==> src/hw/rtl/kest_pkg.sv <==
`timescale 1ns / 1ps

package kest_pkg;

  localparam int NUM_KEYS    = 128;
  localparam int NUM_BUTTONS = 8;
  localparam int MOD_BITS    = 8;

  localparam int TBL_DEPTH = NUM_KEYS + NUM_BUTTONS;
  localparam int TBL_AW    = $clog2(TBL_DEPTH);
  localparam int CNT_W     = $clog2(TBL_DEPTH + 1);

  localparam int FUNC_W  = 4;
  localparam int CODE_W  = 7;
  localparam int POS_W   = 16;
  localparam int WHEEL_W = 8;
  localparam int MODS_W  = 8;
  localparam int DELTA_W = 17;
  localparam int SUM_W   = 16;

  localparam logic [MODS_W-1:0] NO_MODS  = '0;
  localparam logic [MODS_W-1:0] MOD_MASK = MODS_W'((64'd1 << MOD_BITS) - 64'd1);
  localparam logic [TBL_AW-1:0] BTN_BASE = TBL_AW'(NUM_KEYS);

  localparam logic [FUNC_W-1:0] FN_KEY_DOWN = 4'd0;
  localparam logic [FUNC_W-1:0] FN_KEY_UP   = 4'd1;
  localparam logic [FUNC_W-1:0] FN_BTN_DOWN = 4'd2;
  localparam logic [FUNC_W-1:0] FN_BTN_UP   = 4'd3;
  localparam logic [FUNC_W-1:0] FN_ENTER    = 4'd4;
  localparam logic [FUNC_W-1:0] FN_MOVE     = 4'd5;
  localparam logic [FUNC_W-1:0] FN_WHEEL    = 4'd6;
  localparam logic [FUNC_W-1:0] FN_FOCUS    = 4'd7;
  localparam logic [FUNC_W-1:0] FN_FRAME    = 4'd8;
  localparam logic [FUNC_W-1:0] FN_QRY_KEY  = 4'd9;
  localparam logic [FUNC_W-1:0] FN_QRY_BTN  = 4'd10;

  typedef enum logic [1:0] {
    ST_UP       = 2'd0,
    ST_DOWN     = 2'd1,
    ST_PRESSED  = 2'd2,
    ST_RELEASED = 2'd3
  } entry_st_t;

endpackage

==> src/hw/rtl/key_edge_state_tracker_top.sv <==
`timescale 1ns / 1ps
// Takes one input transaction at a time: in_stall stays high until its result is
// registered, which waits while out_stall holds a pending result; end of frame adds
// a settle sweep over all NUM_KEYS+NUM_BUTTONS entries, focus lost a clear sweep.
// Both sweeps run through the single state table RAM, one entry per cycle.
// Reset: synchronous; a clear pass over all table entries follows, in_stall high.
module key_edge_state_tracker_top (
  input  logic                                clk,
  input  logic                                rst_n,
  input  logic                                in_valid,
  output logic                                in_stall,
  input  logic [kest_pkg::FUNC_W-1:0]         in_func,
  input  logic [kest_pkg::CODE_W-1:0]         in_code,
  input  logic signed [kest_pkg::POS_W-1:0]   in_pos_x,
  input  logic signed [kest_pkg::POS_W-1:0]   in_pos_y,
  input  logic signed [kest_pkg::WHEEL_W-1:0] in_wheel_step,
  input  logic [kest_pkg::MODS_W-1:0]         in_mods_in,
  input  logic                                in_focused,
  input  logic [kest_pkg::MODS_W-1:0]         in_mod_query,
  output logic                                out_valid,
  input  logic                                out_stall,
  output logic                                out_entry_down,
  output logic                                out_entry_pressed,
  output logic                                out_entry_released,
  output logic signed [kest_pkg::POS_W-1:0]   out_pointer_x,
  output logic signed [kest_pkg::POS_W-1:0]   out_pointer_y,
  output logic signed [kest_pkg::DELTA_W-1:0] out_delta_x,
  output logic signed [kest_pkg::DELTA_W-1:0] out_delta_y,
  output logic signed [kest_pkg::SUM_W-1:0]   out_wheel_total,
  output logic [kest_pkg::MODS_W-1:0]         out_mods_now,
  output logic                                out_mods_match
);

  import kest_pkg::*;

  typedef enum logic [2:0] {
    S_CLEAR,
    S_IDLE,
    S_READ,
    S_SETTLE,
    S_DONE
  } state_t;

  function automatic entry_st_t press_f(entry_st_t e);
    press_f = (e == ST_DOWN || e == ST_PRESSED) ? e : ST_PRESSED;
  endfunction

  function automatic entry_st_t release_f(entry_st_t e);
    release_f = (e == ST_DOWN || e == ST_PRESSED) ? ST_RELEASED : e;
  endfunction

  function automatic entry_st_t settle_f(entry_st_t e);
    case (e)
      ST_PRESSED:  settle_f = ST_DOWN;
      ST_RELEASED: settle_f = ST_UP;
      default:     settle_f = e;
    endcase
  endfunction

  state_t                    state_r;
  logic [CNT_W-1:0]          cnt_r;
  logic                      clr_ret_r;

  logic [FUNC_W-1:0]         func_r;
  logic                      hit_r;
  logic [TBL_AW-1:0]         addr_r;
  logic signed [POS_W-1:0]   pos_x_r;
  logic signed [POS_W-1:0]   pos_y_r;
  logic signed [WHEEL_W-1:0] wheel_step_r;
  logic [MODS_W-1:0]         mods_in_r;
  logic                      focused_r;
  logic [MODS_W-1:0]         mod_query_r;

  logic signed [POS_W-1:0]   cur_x_r;
  logic signed [POS_W-1:0]   cur_y_r;
  logic signed [POS_W-1:0]   last_x_r;
  logic signed [POS_W-1:0]   last_y_r;
  logic signed [SUM_W-1:0]   wheel_r;
  logic [MODS_W-1:0]         mods_r;
  entry_st_t                 ent_res_r;

  logic                      out_valid_r;
  logic                      out_down_r;
  logic                      out_pressed_r;
  logic                      out_released_r;
  logic signed [POS_W-1:0]   out_px_r;
  logic signed [POS_W-1:0]   out_py_r;
  logic signed [DELTA_W-1:0] out_dx_r;
  logic signed [DELTA_W-1:0] out_dy_r;
  logic signed [SUM_W-1:0]   out_wheel_r;
  logic [MODS_W-1:0]         out_mods_r;
  logic                      out_match_r;

  logic                      in_acc;
  logic                      in_is_key;
  logic                      in_is_btn;
  logic                      in_hit;
  logic [TBL_AW-1:0]         in_addr;

  logic                      ram_we;
  logic [TBL_AW-1:0]         ram_waddr;
  logic [1:0]                ram_wdata;
  logic [TBL_AW-1:0]         ram_raddr;
  logic [1:0]                ram_rdata;

  entry_st_t                 ent_cur;
  entry_st_t                 ent_new;
  logic signed [SUM_W:0]     wsum;
  logic signed [SUM_W-1:0]   wsat;
  logic                      out_free;

  assign in_stall = (state_r != S_IDLE);
  assign in_acc   = in_valid && !in_stall;
  assign out_free = !out_valid_r || !out_stall;

  assign in_is_key = (in_func inside {FN_KEY_DOWN, FN_KEY_UP, FN_QRY_KEY});
  assign in_is_btn = (in_func inside {FN_BTN_DOWN, FN_BTN_UP, FN_QRY_BTN});
  assign in_hit    = (in_is_key && (32'(in_code) < NUM_KEYS))
                  || (in_is_btn && (32'(in_code) < NUM_BUTTONS));
  assign in_addr   = in_is_btn ? TBL_AW'(BTN_BASE + TBL_AW'(in_code)) : TBL_AW'(in_code);

  assign ent_cur = entry_st_t'(ram_rdata);

  always_comb begin
    case (func_r)
      FN_KEY_DOWN, FN_BTN_DOWN: ent_new = press_f(ent_cur);
      FN_KEY_UP, FN_BTN_UP:     ent_new = release_f(ent_cur);
      default:                  ent_new = ent_cur;
    endcase
  end

  always_comb begin
    wsum = {wheel_r[SUM_W-1], wheel_r}
         + {{(SUM_W + 1 - WHEEL_W){wheel_step_r[WHEEL_W-1]}}, wheel_step_r};
    if (wsum > 17'sd32767) begin
      wsat = 16'sh7fff;
    end else if (wsum < -17'sd32768) begin
      wsat = 16'sh8000;
    end else begin
      wsat = wsum[SUM_W-1:0];
    end
  end

  always_comb begin
    ram_we    = 1'b0;
    ram_waddr = addr_r;
    ram_wdata = ent_new;
    ram_raddr = in_addr;
    case (state_r)
      S_CLEAR: begin
        ram_we    = 1'b1;
        ram_waddr = cnt_r[TBL_AW-1:0];
        ram_wdata = ST_UP;
      end
      S_READ: begin
        ram_we = hit_r && (func_r inside {FN_KEY_DOWN, FN_KEY_UP, FN_BTN_DOWN, FN_BTN_UP});
      end
      S_SETTLE: begin
        ram_raddr = cnt_r[TBL_AW-1:0];
        ram_we    = (cnt_r != '0);
        ram_waddr = TBL_AW'(cnt_r - CNT_W'(1));
        ram_wdata = settle_f(ent_cur);
      end
      default: begin
      end
    endcase
  end

  kest_ram #(
    .WIDTH (2),
    .DEPTH (TBL_DEPTH)
  ) u_tbl (
    .clk   (clk),
    .we    (ram_we),
    .waddr (ram_waddr),
    .wdata (ram_wdata),
    .raddr (ram_raddr),
    .rdata (ram_rdata)
  );

  always_ff @(posedge clk) begin
    if (!rst_n) begin
      state_r     <= S_CLEAR;
      cnt_r       <= '0;
      clr_ret_r   <= 1'b0;
      out_valid_r <= 1'b0;
      cur_x_r     <= '0;
      cur_y_r     <= '0;
      last_x_r    <= '0;
      last_y_r    <= '0;
      wheel_r     <= '0;
      mods_r      <= NO_MODS;
    end else begin
      if (out_valid_r && !out_stall && state_r != S_DONE) begin
        out_valid_r <= 1'b0;
      end
      case (state_r)
        S_CLEAR: begin
          if (cnt_r == CNT_W'(TBL_DEPTH - 1)) begin
            state_r <= clr_ret_r ? S_DONE : S_IDLE;
          end else begin
            cnt_r <= cnt_r + CNT_W'(1);
          end
        end
        S_IDLE: begin
          if (in_acc) begin
            func_r       <= in_func;
            hit_r        <= in_hit;
            addr_r       <= in_addr;
            pos_x_r      <= in_pos_x;
            pos_y_r      <= in_pos_y;
            wheel_step_r <= in_wheel_step;
            mods_in_r    <= in_mods_in & MOD_MASK;
            focused_r    <= in_focused;
            mod_query_r  <= in_mod_query;
            state_r      <= S_READ;
          end
        end
        S_READ: begin
          ent_res_r <= hit_r ? ent_new : ST_UP;
          cnt_r     <= '0;
          if (func_r inside {FN_KEY_DOWN, FN_KEY_UP, FN_BTN_DOWN, FN_BTN_UP}) begin
            mods_r <= mods_in_r;
          end
          if (func_r inside {FN_BTN_DOWN, FN_BTN_UP, FN_ENTER, FN_MOVE}) begin
            cur_x_r <= pos_x_r;
            cur_y_r <= pos_y_r;
          end
          case (func_r)
            FN_ENTER: begin
              last_x_r <= pos_x_r;
              last_y_r <= pos_y_r;
              state_r  <= S_DONE;
            end
            FN_WHEEL: begin
              wheel_r <= wsat;
              state_r <= S_DONE;
            end
            FN_FOCUS: begin
              if (!focused_r) begin
                wheel_r   <= '0;
                mods_r    <= NO_MODS;
                clr_ret_r <= 1'b1;
                state_r   <= S_CLEAR;
              end else begin
                state_r   <= S_DONE;
              end
            end
            FN_FRAME: begin
              wheel_r  <= '0;
              last_x_r <= cur_x_r;
              last_y_r <= cur_y_r;
              state_r  <= S_SETTLE;
            end
            default: begin
              state_r <= S_DONE;
            end
          endcase
        end
        S_SETTLE: begin
          if (cnt_r == CNT_W'(TBL_DEPTH)) begin
            state_r <= S_DONE;
          end else begin
            cnt_r <= cnt_r + CNT_W'(1);
          end
        end
        S_DONE: begin
          if (out_free) begin
            out_valid_r    <= 1'b1;
            out_down_r     <= (ent_res_r == ST_DOWN) || (ent_res_r == ST_PRESSED);
            out_pressed_r  <= (ent_res_r == ST_PRESSED);
            out_released_r <= (ent_res_r == ST_RELEASED);
            out_px_r       <= cur_x_r;
            out_py_r       <= cur_y_r;
            out_dx_r       <= {cur_x_r[POS_W-1], cur_x_r} - {last_x_r[POS_W-1], last_x_r};
            out_dy_r       <= {cur_y_r[POS_W-1], cur_y_r} - {last_y_r[POS_W-1], last_y_r};
            out_wheel_r    <= wheel_r;
            out_mods_r     <= mods_r;
            out_match_r    <= (mod_query_r != NO_MODS)
                           && ((mods_r & mod_query_r) == mod_query_r);
            state_r        <= S_IDLE;
          end
        end
        default: begin
          state_r <= S_IDLE;
        end
      endcase
    end
  end

  assign out_valid          = out_valid_r;
  assign out_entry_down     = out_down_r;
  assign out_entry_pressed  = out_pressed_r;
  assign out_entry_released = out_released_r;
  assign out_pointer_x      = out_px_r;
  assign out_pointer_y      = out_py_r;
  assign out_delta_x        = out_dx_r;
  assign out_delta_y        = out_dy_r;
  assign out_wheel_total    = out_wheel_r;
  assign out_mods_now       = out_mods_r;
  assign out_mods_match     = out_match_r;

endmodule

==> src/hw/rtl/kest_ram.sv <==
`timescale 1ns / 1ps

module kest_ram #(
  parameter int WIDTH = 2,
  parameter int DEPTH = 136
) (
  input  logic                     clk,
  input  logic                     we,
  input  logic [$clog2(DEPTH)-1:0] waddr,
  input  logic [WIDTH-1:0]         wdata,
  input  logic [$clog2(DEPTH)-1:0] raddr,
  output logic [WIDTH-1:0]         rdata
);

  logic [WIDTH-1:0] mem [DEPTH];

  always_ff @(posedge clk) begin
    if (we) begin
      mem[waddr] <= wdata;
    end
    rdata <= mem[raddr];
  end

endmodule

==> config.mk <==
export PLATFORM = sky130hd
export DESIGN_NAME = key_edge_state_tracker_top
export DESIGN_NICKNAME = d
export VERILOG_FILES = /design/src/hw/rtl/kest_pkg.sv /design/src/hw/rtl/key_edge_state_tracker_top.sv /design/src/hw/rtl/kest_ram.sv
export SDC_FILE = /design/constraint.sdc
export NUM_CORES = 1
export LEC_CHECK = 0
export ABC_AREA = 0
export BUFFER_PORTS_ARGS = -buffer_cell sky130_fd_sc_hd__buf_2
export CORE_MARGIN = 1.5
export CORE_UTILIZATION = 40
export CTS_CLUSTER_SIZE = 10
export DETAILED_ROUTE_END_ITERATION = 8
export GPL_TIMING_DRIVEN = 0
export PLACE_DENSITY = 0.54
export SLEW_MARGIN = 0
export SYNTH_ARGS = -nofsm -noshare
export SYNTH_HDL_FRONTEND = slang
export SYNTH_HIERARCHICAL = 1
export SYNTH_SLANG_ARGS = --single-unit
==> constraint.sdc <==
create_clock -name clk -period 6.5 [get_ports clk]
set_input_delay 0.65 -clock clk [delete_from_list [all_inputs] [get_ports clk]]
set_output_delay 0.65 -clock clk [all_outputs]
set_load 0.05 [all_outputs]
==> results.md <==
- Rel. slew slack: 26.45%
- Synth cell types: 80
- Crit-path max cell delay: 0.93 ns
- DRT iter0 DRCs: 1108
- Setup slack at placement: 1.743 ns
- Share of cells above drive strength 1: 17.97%
- Mapped cell area: 23730 um^2
- Clock Tree Buf Depth: 3
- Worst-path fanout max: 10
- First-pass GRT wire length: 90.09 mm
- Post-synth top area cell: edfxtp_1
- Buf/Inv on CP: 6
- Hold endpoint: mod_query_r[5]$_DFFE_PP_
- Worst path top cell family by delay: compound AO/OA/AOI/OAI gates
- Cell repeated most along the worst path: clkbuf_1
- Largest net degree at the start of global routing: 39
- Worst-Margin Slew: 1.092 ns
- Nets: between 2000 and 2500
- Clock period minus worst slack: 4.845 ns
- RR Endpoint: u_tbl/rdata[1]$_DFF_P_
- Post-Synthesis Cells: 1769
- DRC viols: 0
- Fin area: between 20000 and 30000 um^2
- Number of synthesized register bits: 541
- Endpoint class of the critical path: register
- Hold Path Cell Cnt: 1
- Die X: 246.6 um
- Clock skew: 0.03366 ns
- RSZ-0062 raised after global routing: no
- Hold Crit Class: in -> reg
- Crit-path slowest cell: o21ai_0
- Chain of cells forming the critical path: clkbuf_1 > and2_1 > clkbuf_1 > nand2_1 > clkbuf_1 > o21ai_0 > buf_4 > buf_6 > buf_2 > mux2i_1 > a211oi_1 > o31ai_1 > a32o_1 > a311oi_1
- Via density: 5.368
- Routed wire length: about 60 mm
- Worst r2r src: state_r[1]$_SDFFE_PN0P_
- Max_cap viols: 0
- CTS tree: built
- Total Neg Setup Slack: 0 ns
- Area growth syn-to-layout: 17.27%
- Drt wl/cell: 21.18 um
- Vias in the first global route: about 15000
- Sequential fraction of the synthesis area: 64.11%
- Initial Utilization: just over 40%
- # port buffers: 167
- Power Total: approximately 10 mW
- Leading post-synthesis cells by cell area: edfxtp_1 55%, dfxtp_1 8.7%, mux4_2 5.5%
- Post-synth EDFFs: 438
- Post-CTS sizing: 0
- Final core utilization: between 40% and 50%
- Post-synth top cells: 438 x edfxtp_1, 210 x nor2_1, 187 x nand2_1, 103 x dfxtp_1, 67 x inv_1
- Reg-to-reg slack, setup: 1.66 ns
- Clk sink count: 541
- H-tree levels: 3
- Most instantiated library cell after synthesis: edfxtp_1
- Worst EP arrival: 5.31 ns
- WP data required: 6.97 ns
- Total gr overflow: 0
- Core Region: just under 60000 um^2
- R2R depth: 14
- Peak Freq: between 200 and 250 MHz
- Setup Crit Path Kind: reg -> reg
- Overall routing resource usage: 19.87%
- Setup violators final: 0
- Syn avg cell area: 13.41 um^2
- Vias: 15210
- Final Hold Viols: 0
- HPWL Detailed: 42.08 mm
- Io pins: 168
- CTS clk-pin slew, worst paths: 0.06 ns
- 1st-pass router iterations: 5
- Startpoint types: register
- Worst-Skew Late Latency: 0.61 ns
- Final ANT Viol Nets: 0
- Reg with most FFs: u_tbl/mem
- Root buf cell: clkbuf_16
- Synth top area share: 55.43%
- Crit share post-route: between 70% and 80%
- Fill cells: 5255
- Pwr/cell area: 375.2 nW/um^2
- Synth warnings: 6
- PnR worst setup slack: 1.655 ns
- Placed Instance Area: 25870 um^2
- Leak: 9.982 nW
- Ys async rst share: 0%
- Most used DFF post-synth: edfxtp_1
- # rows: 89
- Initial antenna violation count: 1
- Num CTS Buffers: 66
- Run status: finished, final reports clean
- Worst VDD drop: 0.0002169 V
- Sequential cell area: around 15000 um^2
- Max Slew Vio Count: 0
- Setup bufs post-CTS: 0
- Chip height: about 250 um
- Largest register FFs: 272
- Die ar.: slightly above 60000 um^2
- Post-CTS Hold Fix Bufs: 0
- GPL Wtd Cong: 0.8541
- Area of the multi-input gates: 7880 um^2
- Post-Syn Nets: between 1500 and 2000
- Hold_sp: in_mod_query[5]
[worst max-delay path by stage]
| stage | from | slack [ns] | end | depth (start not counted) |
|---|---|---|---|---|
| after global placement | u_tbl/rdata[1]$_DFF_P_ | -3.27 | u_tbl/mem[74][1]$_DFFE_PP_ | 8 |
| after global routing | state_r[1]$_SDFFE_PN0P_ | 1.50 | u_tbl/rdata[1]$_DFF_P_ | 14 |
| after CTS | state_r[1]$_SDFFE_PN0P_ | 1.73 | u_tbl/rdata[1]$_DFF_P_ | 14 |
| after floorplan | u_tbl/rdata[0]$_DFF_P_ | 0.76 | u_tbl/mem[0][1]$_DFFE_PP_ | 8 |
| after detailed placement | state_r[1]$_SDFFE_PN0P_ | 1.74 | u_tbl/rdata[1]$_DFF_P_ | 14 |
| final | state_r[1]$_SDFFE_PN0P_ | 1.66 | u_tbl/rdata[1]$_DFF_P_ | 14 |
[worst reg2reg max path, stage by stage (launching register included)]
cell and delay (ns):
dfxtp_1 0.33, clkbuf_1 0.32, and2_1 0.18, clkbuf_1 0.30, nand2_1 0.14, clkbuf_1 0.30, o21ai_0 0.94, buf_4 0.35
buf_6 0.21, buf_2 0.37, mux2i_1 0.16, a211oi_1 0.30, o31ai_1 0.20, a32o_1 0.28, a311oi_1 0.34
[cells in the final DEF, fill, tap and decap left out, drive strengths merged, types with 32 or more instances in the layout]
master and n:
mux4 62, dfxtp 103, xnor2 32, o211a 33
nand2 187, edfxtp 438, a21oi 55, buf 205
ha 58, a21boi 36, inv 69, clkbuf 160
mux2i 55, nand3 35, nor2 210, o21ai 43
[power by group]
group,total (mW),internal (mW),switching [mW]
logic,2.67,0.812,1.86
registers,4.39,4.31,0.0815
clock network,3.38,2.00,1.39
[through the flow]
| step | std cells | hold slack [ns] |
|---|---|---|
| 5_1_grt | 2832 | 0.1883 |
| 6_report | 2833 | 0.2135 |
| 2_1_floorplan | 1769 | 0.4304 |
| 3_3_place_gp | 2709 | 0.4500 |
| 3_5_place_dp | 2722 | 0.4556 |
| 4_1_cts | 2832 | 0.1819 |
[logic make-up after synthesis]
| logic type | after synthesis | share of synthesized area, % |
|---|---|---|
| and+or+nand+nor | 554 | 10.30 |
| xor gates and xnor gates | 45 | 1.661 |
| buffers and inverters | 151 | 2.858 |
| AOI/OAI and AO/OA | 287 | 8.869 |
| adders and majority gates | 61 | 3.311 |
| DFF | 541 | 64.11 |
| muxes | 130 | 8.884 |
[routing by layer]
layer  GRT usage (%)  part of all wire, %
met5               0                    0
met4           6.331                  2.5
met3           4.227                  6.4
met2           33.65                   49
met1           25.35                   42
[area by class of cell]
type	instances	area share, %
timing repair buffer	180	4.047
clock buffer	102	6.645
antenna	1	0.008992
sequential	541	54.67
inverter	68	0.9172
clock inverter	8	0.3957
tap	773	3.476
buffer	83	1.520
multi-input combinational	1077	28.32
(Power assumes the default switching activity.)
